## src/hdl/kspt_pkg.sv

```systemverilog
// Shared types, constants and a key function for the keyed sorted price table.
package kspt_pkg;

	localparam int CAPACITY_DEF  = 64;
	localparam int KEY_BYTES_DEF = 32;
	localparam int WORDS         = 4;
	localparam int KEY_W         = 64 * WORDS;
	localparam int PRICE_W       = 32;

	typedef enum logic [2:0] {
		OP_INSERT = 3'd0,
		OP_DELETE = 3'd1,
		OP_CHANGE = 3'd2,
		OP_QLOW   = 3'd3,
		OP_QHIGH  = 3'd4
	} opcode_t;

	typedef enum logic [1:0] {
		ST_OK       = 2'd0,
		ST_NOTFOUND = 2'd1,
		ST_FULL     = 2'd2,
		ST_EMPTY    = 2'd3
	} status_t;

	typedef enum logic [1:0] {
		S_IDLE,
		S_EXEC,
		S_OUT
	} fsm_t;

	// Per-cycle command broadcast to every cell.
	typedef struct packed {
		logic                      rm_en;    // close the gap at the first match
		logic                      ins_en;   // open a slot and insert
		logic [KEY_W-1:0]          key;
		logic signed [PRICE_W-1:0] price;
	} cell_cmd_t;

	// Zero every byte after the first zero byte and beyond key_bytes.
	function automatic logic [KEY_W-1:0] canon_key(input logic [KEY_W-1:0] raw,
			input int key_bytes);
		logic [KEY_W-1:0] res;
		logic ended;
		res = '0;
		ended = 1'b0;
		for (int b = 0; b < KEY_W / 8; b++) begin
			if (b >= key_bytes || raw[8*b +: 8] == 8'd0)
				ended = 1'b1;
			if (!ended)
				res[8*b +: 8] = raw[8*b +: 8];
		end
		return res;
	endfunction

endpackage

```

## src/hdl/kspt_ctrl.sv

```systemverilog
// Operation sequencer: issues remove and insert steps to the cell row and sets the result status.
module kspt_ctrl #(
	parameter int CNT_W = 7
) (
	input  logic                       clk,
	input  logic                       arst_n,
	input  logic                       in_valid,
	output logic                       in_stall,
	input  logic [2:0]                 opcode,
	input  logic                       out_stall,
	output logic                       out_valid,
	input  logic                       any_match,
	input  logic [CNT_W-1:0]           count,
	input  logic                       full,
	output logic                       latch_in,
	output logic                       rm_en,
	output logic                       ins_en,
	output logic                       load_out,
	output logic [1:0]                 status_nxt,
	output logic                       show_low,
	output logic                       show_found
);
	import kspt_pkg::*;

	fsm_t state_q, state_nxt;
	logic [2:0] op_q;

	always_ff @(posedge clk or negedge arst_n) begin
		if (!arst_n) begin
			state_q <= S_IDLE;
			op_q    <= 3'd0;
		end else begin
			state_q <= state_nxt;
			if (latch_in)
				op_q <= opcode;
		end
	end

	always_comb begin
		state_nxt = state_q;
		unique case (state_q)
			S_IDLE: if (in_valid) state_nxt = S_EXEC;
			S_EXEC: state_nxt = S_OUT;
			S_OUT:  if (!out_stall) state_nxt = S_IDLE;
			default: state_nxt = S_IDLE;
		endcase
	end

	always_comb begin
		in_stall   = (state_q != S_IDLE);
		latch_in   = (state_q == S_IDLE) && in_valid;
		out_valid  = (state_q == S_OUT);
		rm_en      = 1'b0;
		ins_en     = 1'b0;
		load_out   = 1'b0;
		status_nxt = ST_OK;
		show_low   = (op_q == OP_QLOW);
		show_found = 1'b0;
		if (state_q == S_EXEC) begin
			load_out = 1'b1;
			case (op_q) inside
				OP_INSERT: begin
					if (full) status_nxt = ST_FULL;
					else ins_en = 1'b1;
				end
				OP_DELETE, OP_CHANGE: begin
					if (!any_match) status_nxt = ST_NOTFOUND;
					else rm_en = 1'b1;
				end
				OP_QLOW, OP_QHIGH: begin
					if (count == '0) status_nxt = ST_EMPTY;
					else show_found = 1'b1;
				end
				default: ;
			endcase
		end
	end
endmodule

```

## config.mk

```make
export PLATFORM = sky130hd
export DESIGN_NAME = kspt_ctrl
export DESIGN_NICKNAME = d
export VERILOG_FILES = /design/src/hdl/kspt_pkg.sv /design/src/hdl/kspt_ctrl.sv
export SDC_FILE = /design/constraint.sdc
export NUM_CORES = 1
export LEC_CHECK = 0
export BUFFER_PORTS_ARGS = -buffer_cell sky130_fd_sc_hd__buf_4
export CORE_AREA = 2 2 39 41
export CTS_CLUSTER_SIZE = 30
export DETAILED_ROUTE_END_ITERATION = 8
export DIE_AREA = 0 0 41 43
export GPL_ROUTABILITY_DRIVEN = 0
export HOLD_SLACK_MARGIN = 0.03
export RECOVER_POWER = 100
export SYNTH_ARGS = -nofsm -noshare
export SYNTH_HDL_FRONTEND = slang
export SYNTH_SLANG_ARGS = --single-unit
```

## constraint.sdc

```tcl
create_clock -name clk -period 1.3 [get_ports clk]
set_clock_uncertainty 0.15 [all_clocks]
set_input_delay 0.195 -clock clk [delete_from_list [all_inputs] [get_ports clk]]
set_output_delay 0.195 -clock clk [all_outputs]
set_load 0.02 [all_outputs]
```

=== Word-level counts from Yosys, hierarchy flattened ===
Index checks and enable logic that the tools add are counted.

* Bitwise gates (word level): 0
* Add/sub/neg operators: 0
* Reduce and logical (&&, ||, !) cells: 8
* Shift operators: 0
* Multipliers: 0
* Divide/modulo/power cells: 0
* Mux-type cells: 23
* Equality and inequality tests: 8
* Order comparisons: 0

{| class="wikitable"
|+ Operators by type and width
! operator !! count
|-
| 2-bit 2-to-1 mux || 8
|-
| 1-bit 2-to-1 mux || 14
|-
| 7-bit logical NOT || 1
|-
| 3-bit by 2-bit equality test with 1-bit output (second input constant) || 2
|-
| 2-bit case mux with 3 select lines || 1
|-
| 2-bit != test (second input constant) || 2
|-
| 2-bit OR reduction || 2
|-
| 3-bit by 1-bit equality test with 1-bit output (second input constant) || 1
|-
| 3-bit equality test (second input constant) || 1
|-
| 3-bit logical NOT || 1
|-
| 2-bit by 1-bit equality test with 1-bit output (second input constant) || 1
|-
| 2-bit equality test (second input constant) || 1
|-
| 2-bit logical NOT || 1
|-
| 2-bit AND reduction || 1
|-
| 2-bit nonzero test || 1
|-
| 1-bit logical AND || 1
|}

* Output and inout bits: 10
* Memory bits (writable): 0
* Register bits: 5
* Logic and storage cells: 41
* Memories: 0
* Bits of input ports: 16
* Bits in latches: 0
* ROM bits: 0

=== Logic depth before layout (Yosys ltp) ===
* Depth after elaboration: 6
* Mapped depth: 4
* Mapped depth without buffers: 4

=== Worst setup path after synthesis ===
No wires, ideal clock.

* Kind: flip-flop to output port
* From: register op_q[1]
* To: output port ins_en
* Slack: -0.381 ns
* Arrival time: 1.336 ns
* Buffers on the path: 0
* Cell stages (with the launch flop): 3
* Cells stage by stage: dfrtp_1 > or3_2 > nor3_1

* Word-level cells in the longest chain between the ends: 3

{| class="wikitable"
|+ RTL lines
! item !! RTL line !! source
|-
| start: declaration || kspt_ctrl.sv:26 || <nowiki>logic [2:0] op_q;</nowiki>
|-
| start signal: assignment || kspt_ctrl.sv:35 || <nowiki>op_q <= opcode;</nowiki>
|-
| 3-bit logical NOT (no source line) || n/a ||
|-
| 1-bit 2-to-1 mux || kspt_ctrl.sv:61 || <nowiki>case (op_q) inside</nowiki>
|-
| 1-bit 2-to-1 mux || kspt_ctrl.sv:59 || <nowiki>if (state_q == S_EXEC) begin</nowiki>
|-
| end: declaration || kspt_ctrl.sv:17 || <nowiki>output logic ins_en,</nowiki>
|}

No other way between the ends.

=== Worst setup path in the final report ===
* From: register op_q[1]
* To: output port status_nxt[1]

* Word-level cells in the longest chain between the ends: 6
* Elaborated cells on any way between the ends: 11
* Those cells by class: eq/ne: 4; mux: 4; reduce/logical: 3

{| class="wikitable"
|+ RTL lines
! item !! RTL line !! source
|-
| 3-bit by 2-bit equality test with 1-bit output (no source line) / 3-bit equality test (equally long branches) || n/a ||
|-
| 2-bit OR reduction || kspt_ctrl.sv:61 ||
|-
| 2-bit 2-to-1 mux (2 in series) || kspt_ctrl.sv:61 ||
|-
| 2-bit 2-to-1 mux * || kspt_ctrl.sv:61 ||
|-
| 2-bit 2-to-1 mux * || kspt_ctrl.sv:59 ||
|-
| end: declaration || kspt_ctrl.sv:19 || <nowiki>output logic [1:0] status_nxt,</nowiki>
|}

Mark *: on every way between the ends. The rest lies on a longest branch, timed or not.

==> key figures <==
Power and ir drop
  • Sw Ratio: between 30% and 40%
  • Leakage power: 0.397 nW
  • Sequential group share of total power: about a fifth
  • Psw: 0.605 mW
  • Clock share of power: between 10% and 20%
  • Overall Power: 1.65 mW
  • P_int: 1.04 mW
  • VDD IR max: 1.33 mV
  • Power per standard cell area: 1950 nW/um2
  • Combinational power share: 69.1%

Cells and area
  • Post-Route Utilization: 60.9%
  • Synth-to-layout area growth: 169%
  • Cell area after layout: around 840 um2
  • Share of layout cells above drive strength 1: 77.8%
  • # diodes: 0
  • Nets@finish: between 90 and 100
  • Fillers: 118

Floorplan
  • Row count: 14
  • Die Area: 1760 um2
  • Starting Density: 22.7%
  • # IOs: 26
  • DIE HEIGHT: 43 um
  • Chip width: 41 um
  • Core area: 1380 um2

Synthesis
  • Post-synth EDFFs: 0
  • Top cells by count, synth: dfrtp_1 (5), inv_1 (3), mux2_2 (3), nand2_1 (3)
  • Largest family of logic cells by synthesized area: simple AND/OR/NAND/NOR gates
  • Dominant cell type by area after synthesis: dfrtp_1
  • Fraction of the mapped netlist area in simple logic gates: between 30 and 40%
  • Synth Area in Adders: 0%
  • Post-synthesis cell type count: 21
  • Mapped Nets: 50
  • Synth Area per Inst: just over 9 um2
  • Synth Area in Compound Gates: 9.16%
  • Register bit total from synthesis: 5
  • Cell Area, Synth: 314 um2
  • Post-synth top area share: 39.8%
  • Area contributors post-synth: dfrtp_1 (40%), mux2_2 (11%), inv_1 (3.6%)
  • Syn Inst Count: 34
  • Seq/Total Area, Yosys: 39.8%
  • Xor-xnor portion of the synthesized cell area: 2.79%
  • Main synth FF type: dfrtp_1
  • Top-count cell post-synth: dfrtp_1
  • Mux contribution to synthesized area: 10.8%
  • Synth warnings: 0
  • FFs w/ async S/R, synth: 100%

Worst setup path
  • Startpoint types: flop
  • Crit path cell chain: or4b_4, a21oi_4, buf_6
  • Worst EP required: 0.95 ns
  • Worst Path Arrival: approximately 1.5 ns
  • Buf/Inv on CP: 1
  • Max incr delay on CP: 0.56 ns
  • Delay-heaviest family, CP: simple AND/OR/NAND/NOR gates
  • CP max FO: 6
  • CP endpoint kind: output port
  • Worst path slowest cell: or4b_4
  • Critical path class: flop to output port

Timing
  • Final setup violating endpoints: 13
  • Max_slew headroom: 78.4%
  • Setup TNS: -4.30 ns
  • Worst-Margin Slew: 0.323 ns
  • F_max: between 500 and 600 MHz
  • Final Hold Viols: 0
  • Period minus WS final: 1.83 ns
  • Final slew viol count: 0
  • Crit share post-route: 141%
  • Final setup margin: -0.533 ns
  • RSZ-0062 raised after global routing: yes

CTS
  • Clock transition at path regs: around 0.040 ns
  • Sink Count: 5
  • Clk buf depth: 2
  • CTS H-tree depth: 1
  • Clk Latency, worst-skew pair: 0.24 ns
  • Num CTS Buffers: 3
  • TritonCTS clock tree: yes
  • CTS root buffer: clkbuf_4

GRT
  • Initial antenna violation count: 0
  • Total track usage: 13.5%
  • Grt total ovfl: 0
  • Vias in the first global route: between 300 and 400
  • Largest net degree at the start of global routing: 7
  • First-pass GRT wire length: 1.57 mm

Placed design
  • Input/output buffers: 25
  • Dpl hpwl: 718 um
  • Dpl ws: -0.291 ns
  • Cell Area, Placed: 678 um2

Worst hold path
  • Worst hold path class: input port to flop

Run status
  • Status: finished, violations left
  • Failing checks: setup timing

Route
  • Detailed Route Iter0 Violations: 4
  • Detailed Routing Iterations Pass 1: 3
  • DR WL/cell: 9.77 um
  • DRC Markers: 0
  • Final WL: ~950 um
  • Detail Route Antenna Nets: 0
  • Routed vias/inst: 4.22
  • DR vias: just over 400

Run
  • MaxCap Viol Count: 0
-- power groups by stage --
| stage | Combinational, mW | Sequential [mW] | Clock (mW) |
|---|---|---|---|
| 2_1_floorplan | 0.496 | 0.315 | 0 |
| 3_3_place_gp | 0.870 | 0.321 | 0 |
| 3_5_place_dp | 0.872 | 0.325 | 0 |
| 4_1_cts | 1.13 | 0.326 | 0.184 |
| 5_1_grt | 1.21 | 0.347 | 0.200 |
| 6_report | 1.14 | 0.330 | 0.179 |
-- cell usage in the layout (no fill, tap or decap), drive strengths merged, types with 2 or more instances in the layout --
| cell type | Yosys | layout |
|---|---|---|
| dfrtp | 5 | 5 |
| inv | 3 | 3 |
| clkbuf | 0 | 7 |
| or3 | 2 | 2 |
| nor3 | 2 | 2 |
| dlygate4sd3 | 0 | 3 |
| nor2 | 3 | 3 |
| nand2 | 3 | 3 |
| a21oi | 2 | 2 |
| buf | 0 | 37 |
| mux2 | 3 | 3 |
-- flip-flops by register name (all words and copies together) (netlist names) --
register and flops:
op_q 3, state_q 2
-- worst paths after layout --
check | start | to | slack, ns | cells after the start
worst min register to register | state_q[0]$_DFFE_PN0P_ | state_q[1]$_DFFE_PN0P_ | 0.53 | 3
worst max register to register | state_q[0]$_DFFE_PN0P_ | op_q[2]$_DFFE_PN0P_ | -0.29 | 5
worst max-delay path | op_q[1]$_DFFE_PN0P_ | status_nxt[1] | -0.53 | 3
max in group asynchronous | arst_n | op_q[1]$_DFFE_PN0P_ | 0.59 | 2
worst min-delay path | opcode[1] | op_q[1]$_DFFE_PN0P_ | 0.04 | 2
min in group asynchronous | arst_n | state_q[0]$_DFFE_PN0P_ | 0.18 | 2
-- stage by stage --
step	hold slack, ns	instances
floorplan	-0.251	34
global placement	-0.154	85
detailed placement	-0.152	85
CTS	0.0302	96
global route	0.0324	97
finish	0.0369	97
-- cells by family after synthesis --
group / count (synthesis)
simple gates: 17
buf+inv: 3
xor+xnor: 1
compound gates: 5
flops: 5
mux: 3
-- worst reg2reg max path: stages, from the launching register on --
cell and delay [ns]:
dfrtp_1 0.40, clkbuf_2 0.15, or2_4 0.25, nor2_4 0.11, buf_6 0.12, mux2_4 0.29
-- what timing repair did --
| item | 4_1_cts | 5_1_grt |
|---|---|---|
| gates resized for setup | 21 | 2 |
| hold endpoints to repair | 7 | 0 |
| hold buffers | 3 | 0 |
| pin swaps | 6 | 2 |
| endpoints found under the setup margin | 13 | 13 |
| setup buffers | 4 | 1 |
-- cell type report --
class,instances,area [um2],share of cell area (%)
clock buffer,4,26.3,3.12
inverter,3,13.8,1.63
multi-input combinational,26,279,33.1
sequential,5,128,15.1
tap,16,20.0,2.37
timing repair buffer,43,377,44.7
-- layer usage --
metal	track usage, %	share of wire, %
met1	17.8	44
met2	18.4	53
met3	3.14	3.4
met4	10.0	0
met5	0	0
No activity file was read; power rests on OpenSTA's default activity.
