==> src/hdl/kspt_pkg.sv <==
// Shared types, constants and a key function for the keyed sorted price table.
package kspt_pkg;

	localparam int CAPACITY_DEF  = 64;
	localparam int KEY_BYTES_DEF = 32;
	localparam int WORDS         = 4;
	localparam int KEY_W         = 64 * WORDS;
	localparam int PRICE_W       = 32;

	typedef enum logic [2:0] {
		OP_INSERT = 3'd0,
		OP_DELETE = 3'd1,
		OP_CHANGE = 3'd2,
		OP_QLOW   = 3'd3,
		OP_QHIGH  = 3'd4
	} opcode_t;

	typedef enum logic [1:0] {
		ST_OK       = 2'd0,
		ST_NOTFOUND = 2'd1,
		ST_FULL     = 2'd2,
		ST_EMPTY    = 2'd3
	} status_t;

	typedef enum logic [1:0] {
		S_IDLE,
		S_EXEC,
		S_OUT
	} fsm_t;

	// Per-cycle command broadcast to every cell.
	typedef struct packed {
		logic                      rm_en;    // close the gap at the first match
		logic                      ins_en;   // open a slot and insert
		logic [KEY_W-1:0]          key;
		logic signed [PRICE_W-1:0] price;
	} cell_cmd_t;

	// Zero every byte after the first zero byte and beyond key_bytes.
	function automatic logic [KEY_W-1:0] canon_key(input logic [KEY_W-1:0] raw,
			input int key_bytes);
		logic [KEY_W-1:0] res;
		logic ended;
		res = '0;
		ended = 1'b0;
		for (int b = 0; b < KEY_W / 8; b++) begin
			if (b >= key_bytes || raw[8*b +: 8] == 8'd0)
				ended = 1'b1;
			if (!ended)
				res[8*b +: 8] = raw[8*b +: 8];
		end
		return res;
	endfunction

endpackage

==> src/hdl/kspt_cell.sv <==
// One table slot: holds an entry and shifts it to a neighbor on insert or removal.
module kspt_cell (
	input  logic                              clk,
	input  logic                              arst_n,
	input  kspt_pkg::cell_cmd_t               cmd,
	input  logic                              prev_valid,
	input  logic [kspt_pkg::KEY_W-1:0]        prev_key,
	input  logic signed [kspt_pkg::PRICE_W-1:0] prev_price,
	input  logic                              prev_ins_here, // insert point is at or left
	input  logic                              prev_match_seen,
	input  logic                              next_valid,
	input  logic [kspt_pkg::KEY_W-1:0]        next_key,
	input  logic signed [kspt_pkg::PRICE_W-1:0] next_price,
	output logic                              valid_q,
	output logic [kspt_pkg::KEY_W-1:0]        key_q,
	output logic signed [kspt_pkg::PRICE_W-1:0] price_q,
	output logic                              ins_here,
	output logic                              match_seen
);
	import kspt_pkg::*;

	logic ge;
	logic match;

	// First slot whose price is >= new price (or first empty) is the insert point.
	assign ge         = !valid_q || (price_q >= cmd.price);
	assign ins_here   = prev_ins_here || ge;
	assign match      = valid_q && (key_q == cmd.key);
	assign match_seen = prev_match_seen || match;

	always_ff @(posedge clk or negedge arst_n) begin
		if (!arst_n) begin
			valid_q <= 1'b0;
		end else if (cmd.rm_en && match_seen) begin
			valid_q <= next_valid;
		end else if (cmd.ins_en && ins_here) begin
			valid_q <= prev_ins_here ? prev_valid : 1'b1;
		end
	end

	always_ff @(posedge clk) begin
		if (cmd.rm_en && match_seen) begin
			key_q   <= next_key;
			price_q <= next_price;
		end else if (cmd.ins_en && ins_here) begin
			key_q   <= prev_ins_here ? prev_key : cmd.key;
			price_q <= prev_ins_here ? prev_price : cmd.price;
		end
	end
endmodule

==> config.mk <==
export PLATFORM = sky130hd
export DESIGN_NAME = kspt_cell
export DESIGN_NICKNAME = d
export VERILOG_FILES = /design/src/hdl/kspt_pkg.sv /design/src/hdl/kspt_cell.sv
export SDC_FILE = /design/constraint.sdc
export NUM_CORES = 1
export LEC_CHECK = 0
export BUFFER_PORTS_ARGS = -buffer_cell sky130_fd_sc_hd__buf_4
export CORE_AREA = 5 5 455 457
export CTS_BUF_LIST = sky130_fd_sc_hd__clkbuf_2 sky130_fd_sc_hd__clkbuf_4 sky130_fd_sc_hd__clkbuf_8
export DETAILED_ROUTE_END_ITERATION = 10
export DIE_AREA = 0 0 460 462
export REMOVE_ABC_BUFFERS = 1
export SKIP_LAST_GASP = 1
export SYNTH_ARGS = -nofsm -noshare
export SYNTH_HDL_FRONTEND = slang
export SYNTH_SLANG_ARGS = --single-unit
==> constraint.sdc <==
create_clock -name clk -period 9.3 [get_ports clk]
set_clock_uncertainty 0.15 [all_clocks]
set_input_delay 0.93 -clock clk [delete_from_list [all_inputs] [get_ports clk]]
set_output_delay 0.93 -clock clk [all_outputs]
set_load 0.01 [all_outputs]
## After elaboration in Yosys (flattened, before gate mapping)

Cells that the tools add are included.

| operators by class | value |
|---|---|
| $lt $le $gt $ge | 1 |
| equality and inequality tests | 1 |
| mux-type cells | 9 |
| reduce and logical (&&, ||, !) cells | 8 |

Operators with widths:

| kind | count |
|---|---|
| 2-to-1 mux 256 bit | 3 |
| == test 256 bit | 1 |
| 2-to-1 mux 32 bit | 3 |
| greater-or-equal comparator 32 bit | 1 |
| logical AND 1 bit | 3 |
| logical OR 1 bit | 3 |
| 2-to-1 mux 1 bit | 3 |
| nonzero test 2 bit | 1 |
| logical NOT 1 bit | 1 |

| storage, ports and cells | value |
|---|---|
| bits in registers | 289 |

## Depth between registers and ports, before layout

Gate-level depths: netlist of run 1.

| depth | value |
|---|---|
| word-level depth | 6 |
| mapped depth | 10 |
| gate-level depth less buffers | 9 |

## Worst setup path before layout of run 1

No wires, ideal clock.

| timing path | value |
|---|---|
| path kind | input to register |
| from | in cmd[10] (netlist name) |
| to | reg key_q[0] (netlist name), enable pin |
| setup time | 684 ps |
| arrival | 9030 ps |
| required time | 8466 ps |
| setup slack | -564 ps |
| cell stages on the path | 8 |
| path buffers | 0 |
| cell sequence | inv_1 > ha_1 > and4_1 > a221oi_1 > nor3b_1 > nor4_1 > mux2i_1 > a22o_1 |

| between the ends | value |
|---|---|
| cells in the longest elaborated chain, start to end | 5 |

Ends and longest elaborated chain:

| item | RTL line | text |
|---|---|---|
| from (decl) | kspt_cell.sv:5 | `input kspt_pkg::cell_cmd_t cmd,` |
| greater-or-equal comparator 32 bit | kspt_cell.sv:26 | `assign ge = !valid_q \|\| (price_q >= cmd.price);` |
| logical OR 1 bit | kspt_cell.sv:26 |  |
| logical OR 1 bit | kspt_cell.sv:27 | `assign ins_here = prev_ins_here \|\| ge;` |
| named net ins_here | kspt_cell.sv:17 | `output logic ins_here,` |
| logical AND 1 bit | kspt_cell.sv:45 | `end else if (cmd.ins_en && ins_here) begin` |
| nonzero test 2 bit (no line) | n/a |  |
| to (signal assigned) | kspt_cell.sv:43 | `key_q <= next_key;` |
| to (signal assigned) | kspt_cell.sv:46 | `key_q <= prev_ins_here ? prev_key : cmd.key;` |
| to (decl) | kspt_cell.sv:15 | `output logic [kspt_pkg::KEY_W-1:0] key_q,` |

The timed path passes the listed nets, and every way through them passes these cells.
A chain may end at the register's enable or synchronous reset.

## Worst setup path after layout of run 1

| timing path | value |
|---|---|
| from | reg key_q[150] (netlist name) |
| to | out match_seen |

| between the ends | value |
|---|---|
| cells in the longest elaborated chain, start to end | 3 |

Ends and longest elaborated chain:

| item | RTL line | text |
|---|---|---|
| == test 256 bit | kspt_cell.sv:28 | `assign match = valid_q && (key_q == cmd.key);` |
| logical AND 1 bit | kspt_cell.sv:28 |  |
| logical OR 1 bit | kspt_cell.sv:29 | `assign match_seen = prev_match_seen \|\| match;` |
| to (decl) | kspt_cell.sv:18 | `output logic match_seen` |

Every way passes these cells.

==> out/qor.json, run 1 <==
{
  "ys_ff_latch": {"value": 289},
  "grt.total_usage": {"value": 19.0, "unit": "%"},
  "ys.warnings.count": {"value": 0},
  "multi_input_combinational_cell_area": {"value": 0.0110, "unit": "sq mm"},
  "die_y": {"value": 462, "unit": "um"},
  "h_tree_levels": {"value": 3},
  "floorplan.rows": {"value": 166},
  "clock_network_latency_to_the_later_pin_of_the_worst_skew_pair": {"value": 830, "unit": "ps"},
  "rsz0062_at_grt": {"value": "false"},
  "holdWs": {"value": 248, "unit": "ps"},
  "num_io_pins": {"value": 1163},
  "worst_slew_pin_slew": {"value": 1210, "unit": "ps"},
  "detailed_place_hpwl": {"value": 189000, "unit": "um"},
  "syn-cell-area": {"value": 0.0205, "unit": "sq mm"},
  "setup.worst_path.start_class": {"value": "flop"},
  "port_buffers": {"value": 1162},
  "wl_per_cell": {"value": 37.9, "unit": "um"},
  "numCtsBuffers": {"value": 74},
  "place_area": {"value": 0.0324, "unit": "sq mm"},
  "die_area": {"value": 0.213, "unit": "sq mm"},
  "hold_violations": {"value": 0},
  "end_kind": {"value": "output port"},
  "pin_count_of_the_biggest_net_entering_global_routing": {"value": 128},
  "vias": {"value": 20100},
  "mostFrequentLayoutCells": {"value": "buf_4, mux2_2, edfxtp_1"},
  "grt_first_pass_wirelength": {"value": 252000, "unit": "um"},
  "seq_area_frac_synth": {"value": 42.4, "unit": "%"},
  "final_nets": {"value": 3693},
  "ctsLongestPathBuffers": {"value": 3},
  "iter_0_drt_violations": {"value": 1574},
  "layout-drive-gt1-share": {"value": 63.9, "unit": "%"},
  "cts_repair_resize_count": {"value": 0},
  "wirelength": {"value": 212000, "unit": "um"},
  "post_synth.cell_area_avg": {"value": 12.8, "unit": "sq um"},
  "path_clk_slew": {"value": 60, "unit": "ps"},
  "p_leak": {"value": 14.5, "unit": "nW"},
  "clkSinkCount": {"value": 289},
  "finalCriticalPeriod": {"value": 5390, "unit": "ps"},
  "timing_max_transition_violations_final": {"value": 0},
  "power-per-cell-area": {"value": 152, "unit": "mW/mm^2"},
  "nFillCells": {"value": 22600},
  "antenna_found_initial": {"value": 259},
  "global_route.overflow_total": {"value": 0},
  "cts_tree": {"value": "done"},
  "synth_largest_area_cell": {"value": "edfxtp_1"},
  "layoutNonFillerInstCount": {"value": 5605},
  "die_w": {"value": 460, "unit": "um"},
  "layout-area-overhead-vs-synth": {"value": 66.8, "unit": "%"},
  "via_count_of_the_first_global_routing_pass": {"value": 20300},
  "via_per_inst": {"value": 3.58},
  "place_congestion": {"value": 0.871},
  "dr.max_layer_used": {"value": "met5"},
  "critical_path_class": {"value": "reg -> out"},
  "detail-route-antenna-nets": {"value": 0},
  "timing_limited_maximum_frequency": {"value": 0.186, "unit": "GHz"},
  "post_synth_main_area_contributors": {"value": "edfxtp_1, mux2_2, mux2_4, xnor2_1, xor2_1"},
  "met3RoutedLength": {"value": 29800, "unit": "um"},
  "floorplan.initialDensity": {"value": 10.1, "unit": "%"},
  "place_inst": {"value": 5400},
  "crit_path_arrival_time": {"value": 4310, "unit": "ps"},
  "setup_violations_final": {"value": 0},
  "detailedRoute.firstPassIterationCount": {"value": 5},
  "route.detailed.drc": {"value": 0},
  "worst_ir_drop_vdd": {"value": 155, "unit": "uV"},
  "total_power": {"value": 0.00520, "unit": "W"},
  "timing.slew.headroom": {"value": 19.3, "unit": "%"},
  "clk_root_buffer_cell": {"value": "clkbuf_8"},
  "synthDominantCellAreaShare": {"value": 42.3, "unit": "%"},
  "path_max_fanout": {"value": 2},
  "layout_commonest_cell": {"value": "buf_4"},
  "hp-class": {"value": "in -> reg"},
  "netlist_instances": {"value": 1596},
  "outcome": {"value": "complete, no violations"},
  "met2RoutedLength": {"value": 103000, "unit": "um"},
  "worst_ep_required_time": {"value": 8220, "unit": "ps"},
  "layout.area.seq": {"value": 0.00867, "unit": "sq mm"},
  "wl_met1": {"value": 72400, "unit": "um"},
  "ys_types": {"value": 49},
  "layout_worst_path_cycle_share": {"value": 58.0, "unit": "%"},
  "design_area": {"value": 0.0341, "unit": "sq mm"},
  "fp.coreArea": {"value": 0.203, "unit": "sq mm"},
  "maxCapViolations": {"value": 0}
}
## cell type report
class                           instances  share of cell area [%]
Multi-Input combinational cell       1136                    32.2
Timing Repair Buffer                 1188                    26.4
Sequential cell                       289                    25.4
Tap cell                             2688                    9.86
Clock buffer                           95                    3.46
Inverter                              100                    1.10
Clock inverter                         37                   0.997
Antenna cell                           72                   0.528
## state kept, by name (all words and copies together) (netlist names)
name / count
valid_q: 1
price_q: 32
key_q: 256
## cells in the mapped netlist, drive strengths merged
library cell and number:
nor2b 68, o21bai 1, o31a 1, nor4b 1, o22ai 20, a211oi 2, ha 32, nand3 8
xor2 55, nand2 71, o2bb2ai 1, nor3 5, and4 2, a221oi 3, o211ai 1, edfxtp 288
o21ai 67, mux2 511, nor2 6, or4 3, o2111ai 16, a21oi 10, inv 100, buf 34
a31o 1, mux2i 2, nor3b 1, o221ai 3, a311oi 1, clkbuf 37, dfrtp 1, a2111oi 8
nand3b 1, nand4 36, a41oi 1, nand2b 49, xnor2 92, a21boi 2, a221o 2, a22o 4
a2111o 18, and2 1, a21o 1, nor4 29
## layer usage
metal | vias up | GRT usage [%]
met5 | - | 0
met4 | 164 | 4.34
li1 | 8475 | -
met1 | 9587 | 18.9
met2 | 1385 | 33.4
met3 | 462 | 12.2
## cells by family after synthesis
kind of cell	Yosys count	share of synthesized area [%]
flip-flops	289	42.4
adder cells (fa/ha/maj)	32	1.96
buffers and inverters	171	4.07
multiplexers	513	32.1
AND/OR/NAND/NOR	281	7.67
XOR/XNOR	147	6.29
AO/OA/AOI/OAI	163	5.57
## repair_timing
item | CTS | global route
buffers inserted | 0 | 0
hold endpoints to repair | 1 | 0
hold buffers | 1 | 0
## metrics by stage
stage	TNS, ps	utilization (%)	setup WS [ps]
detailed placement	0	16.0	3400
global route	0	16.7	3620
global placement	0	16.0	3390
floorplan	-4907320	-	-16680
finish	0	16.8	3910
CTS	0	16.7	3600
## power breakdown
| group | switching [W] | internal [W] |
|---|---|---|
| registers | 0.000187 | 0.00164 |
| logic | 0.000758 | 0.000777 |
| clock network | 0.000863 | 0.000979 |
| total | 0.00181 | 0.00340 |
## path summary, 6_finish.rpt
kind / startpoint / endpoint / slack (ps) / cells after the start
setup / recovery: key_q[150] / match_seen / 3910 / 7
hold / removal: next_key[71] / key_q[71] / 250 / 2
setup reg to reg: key_q[150] / key_q[158] / 3920 / 9
hold reg to reg: valid_q / valid_q / 1130 / 2
max in group asynchronous: arst_n / valid_q / 8510 / 2
min in group asynchronous: arst_n / valid_q / 410 / 2
## worst max-delay path, stage by stage, from the launching register on
cell	delay, ps
edfxtp_1	500
xor2_1	200
nor4_1	790
nand4_1	480
or4_1	570
nor4_2	480
a31o_2	260
buf_4	190
No activity file was read; power rests on OpenSTA's default activity.
==> inputs of run 2 (changes only) <==
--- a/config.mk
+++ b/config.mk
@@ -6,10 +6,10 @@
 export NUM_CORES = 1
 export LEC_CHECK = 0
 export BUFFER_PORTS_ARGS = -buffer_cell sky130_fd_sc_hd__buf_4
-export CORE_AREA = 5 5 455 457
+export CORE_AREA = 5 5 453 455
 export CTS_BUF_LIST = sky130_fd_sc_hd__clkbuf_2 sky130_fd_sc_hd__clkbuf_4 sky130_fd_sc_hd__clkbuf_8
 export DETAILED_ROUTE_END_ITERATION = 10
-export DIE_AREA = 0 0 460 462
+export DIE_AREA = 0 0 458 460
 export REMOVE_ABC_BUFFERS = 1
 export SKIP_LAST_GASP = 1
 export SYNTH_ARGS = -nofsm -noshare
==> constraint.sdc (replaced) <==
create_clock -name clk -period 5.6 [get_ports clk]
set_clock_uncertainty 0.15 [all_clocks]
set_input_delay 0.56 -clock clk [delete_from_list [all_inputs] [get_ports clk]]
set_output_delay 0.56 -clock clk [all_outputs]
set_load 0.01 [all_outputs]
==> out/qor.json, run 2 (synthesis results as in run 1) <==
{
  "outcome": {"value": "complete, no violations"},
  "sum_of_negative_setup_slack": {"value": 0, "unit": "ps"},
  "global_route.overflow_total": {"value": 0},
  "place_area": {"value": 0.0326, "unit": "sq mm"},
  "wl_per_cell": {"value": 34.0, "unit": "um"},
  "post-route-util": {"value": 19.5, "unit": "%"},
  "layout_commonest_cell": {"value": "buf_4"},
  "mostFrequentLayoutCells": {"value": "buf_4, dlygate4sd3_1, mux2_2"},
  "p_leak": {"value": 16.6, "unit": "nW"},
  "total_power": {"value": 0.00881, "unit": "W"},
  "post_cts_buffers": {"value": 0},
  "setup_violations_final": {"value": 0},
  "wirelength": {"value": 208000, "unit": "um"},
  "final_nets": {"value": 4204},
  "end_kind": {"value": "flop"},
  "path_clk_slew": {"value": 60, "unit": "ps"},
  "grt_first_pass_wirelength": {"value": 254000, "unit": "um"},
  "iter_0_drt_violations": {"value": 2005},
  "clock_network_latency_to_the_later_pin_of_the_worst_skew_pair": {"value": 800, "unit": "ps"},
  "hp-class": {"value": "in -> async"},
  "num_io_pins": {"value": 1163},
  "cts_tree": {"value": "done"},
  "numCtsBuffers": {"value": 68},
  "clk_root_buffer_cell": {"value": "clkbuf_8"},
  "antenna_found_initial": {"value": 245},
  "setup.worst_path.start_class": {"value": "flop"},
  "route.detailed.drc": {"value": 0},
  "holdWs": {"value": 90.8, "unit": "ps"},
  "die_area": {"value": 0.211, "unit": "sq mm"},
  "timing_max_transition_violations_final": {"value": 0},
  "fp.coreArea": {"value": 0.201, "unit": "sq mm"},
  "critPathLaunch": {"value": "key_q[150]"},
  "rsz0062_at_grt": {"value": "false"},
  "worst_slew_pin_slew": {"value": 1030, "unit": "ps"},
  "crit_path_arrival_time": {"value": 5470, "unit": "ps"},
  "detailed_place_hpwl": {"value": 182000, "unit": "um"},
  "reg2reg_from": {"value": "key_q[150]"},
  "vias": {"value": 22500},
  "port_buffers": {"value": 1162},
  "timing_limited_maximum_frequency": {"value": 0.196, "unit": "GHz"},
  "path_max_fanout": {"value": 78},
  "finalCriticalPeriod": {"value": 5110, "unit": "ps"},
  "place_congestion": {"value": 0.933},
  "layout_top_registers": {"value": "key_q (256), price_q (32), valid_q (1)"},
  "largest_register_ffs": {"value": 256},
  "timing.slew.headroom": {"value": 31.5, "unit": "%"},
  "grt.total_usage": {"value": 18.8, "unit": "%"},
  "worst_ep_required_time": {"value": 5950, "unit": "ps"},
  "via_count_of_the_first_global_routing_pass": {"value": 22900},
  "h_tree_levels": {"value": 3},
  "maxCapViolations": {"value": 0},
  "via_per_inst": {"value": 3.69},
  "worst_ir_drop_vdd": {"value": 148, "unit": "uV"},
  "layout_worst_path_cycle_share": {"value": 91.3, "unit": "%"},
  "nFillCells": {"value": 22100},
  "floorplan.rows": {"value": 165},
  "design_area": {"value": 0.0393, "unit": "sq mm"},
  "critical_path_class": {"value": "reg -> reg"},
  "die_w": {"value": 458, "unit": "um"},
  "layout-area-overhead-vs-synth": {"value": 91.9, "unit": "%"},
  "hold_violations": {"value": 0},
  "registers.top_by_ff_count": {"value": "key_q"},
  "floorplan.initialDensity": {"value": 10.2, "unit": "%"},
  "power-per-cell-area": {"value": 224, "unit": "mW/mm^2"},
  "pin_count_of_the_biggest_net_entering_global_routing": {"value": 144},
  "layout-drive-gt1-share": {"value": 54.7, "unit": "%"},
  "clkSinkCount": {"value": 289},
  "ctsLongestPathBuffers": {"value": 3},
  "detailedRoute.firstPassIterationCount": {"value": 5},
  "die_y": {"value": 460, "unit": "um"},
  "detail-route-antenna-nets": {"value": 0}
}
## run 2: changes by cell type in the layout (fill, tap and decap cells not counted), sizes merged
cell         delta
dlygate4sd3   +503
buf            +14
diode          +11
clkinv          -6
clkbuf          -3
clkinvlp        +3
inv             -3
bufinv          -1
## run 2: area by class of cell
| type | count | area (sq um) | share of cell area [%] |
|---|---|---|---|
| antenna | 83 | 208 | 0.529 |
| clock buffer | 92 | 1140 | 2.91 |
| clock inverter | 30 | 255 | 0.650 |
| inverter | 100 | 375 | 0.956 |
| multi-input combinational | 1136 | 11000 | 28.1 |
| sequential | 289 | 8670 | 22.1 |
| tap | 2672 | 3340 | 8.51 |
| timing repair buffer | 1705 | 14200 | 36.3 |
## run 2: metrics by stage
stage,cells,worst slack (ps)
5_1_grt,6056,483
6_report,6107,486
2_1_floorplan,1525,-20010
4_1_cts,6024,492
3_5_place_dp,5398,816
3_3_place_gp,5398,824
## run 2: timing repair
item                                   4_1_cts  5_1_grt
resized for setup                            0        0
setup endpoints to repair                    0        0
hold buffers                               504        0
endpoints found under the hold margin      290        0
## run 2: final timing paths
check | endpoint | slack [ps] | depth (start not counted)
setup / recovery | key_q[98] | 490 | 10
min in group clk | key_q[67] | 100 | 3
setup reg to reg | key_q[98] | 490 | 10
max in group asynchronous | valid_q | 5120 | 2
hold reg to reg | key_q[12] | 1330 | 5
hold / removal | valid_q | 90 | 2
## run 2: layer usage
metal  track usage (%)  up-vias  wire (um)
li1                  -     9516          -
met1              20.0    10800      73900
met2              31.9     1568      99000
met3              9.90      458      26200
met4              5.98      162       7440
met5                 0        -       1010
## run 2: critical path, stage by stage, from the launching register on
cell and delay [ps]:
edfxtp_1 530, xor2_1 210, nor4_1 540, nand4_1 400
or4_1 630, nor4_2 450, a41oi_4 240, buf_12 230
buf_12 260, mux2_4 420, dlygate4sd3_1 570
## run 2: power breakdown
group	switching (W)	internal, W
sequential	0.000310	0.00272
clock	0.00129	0.00151
combinational	0.00136	0.00163
total	0.00295	0.00586
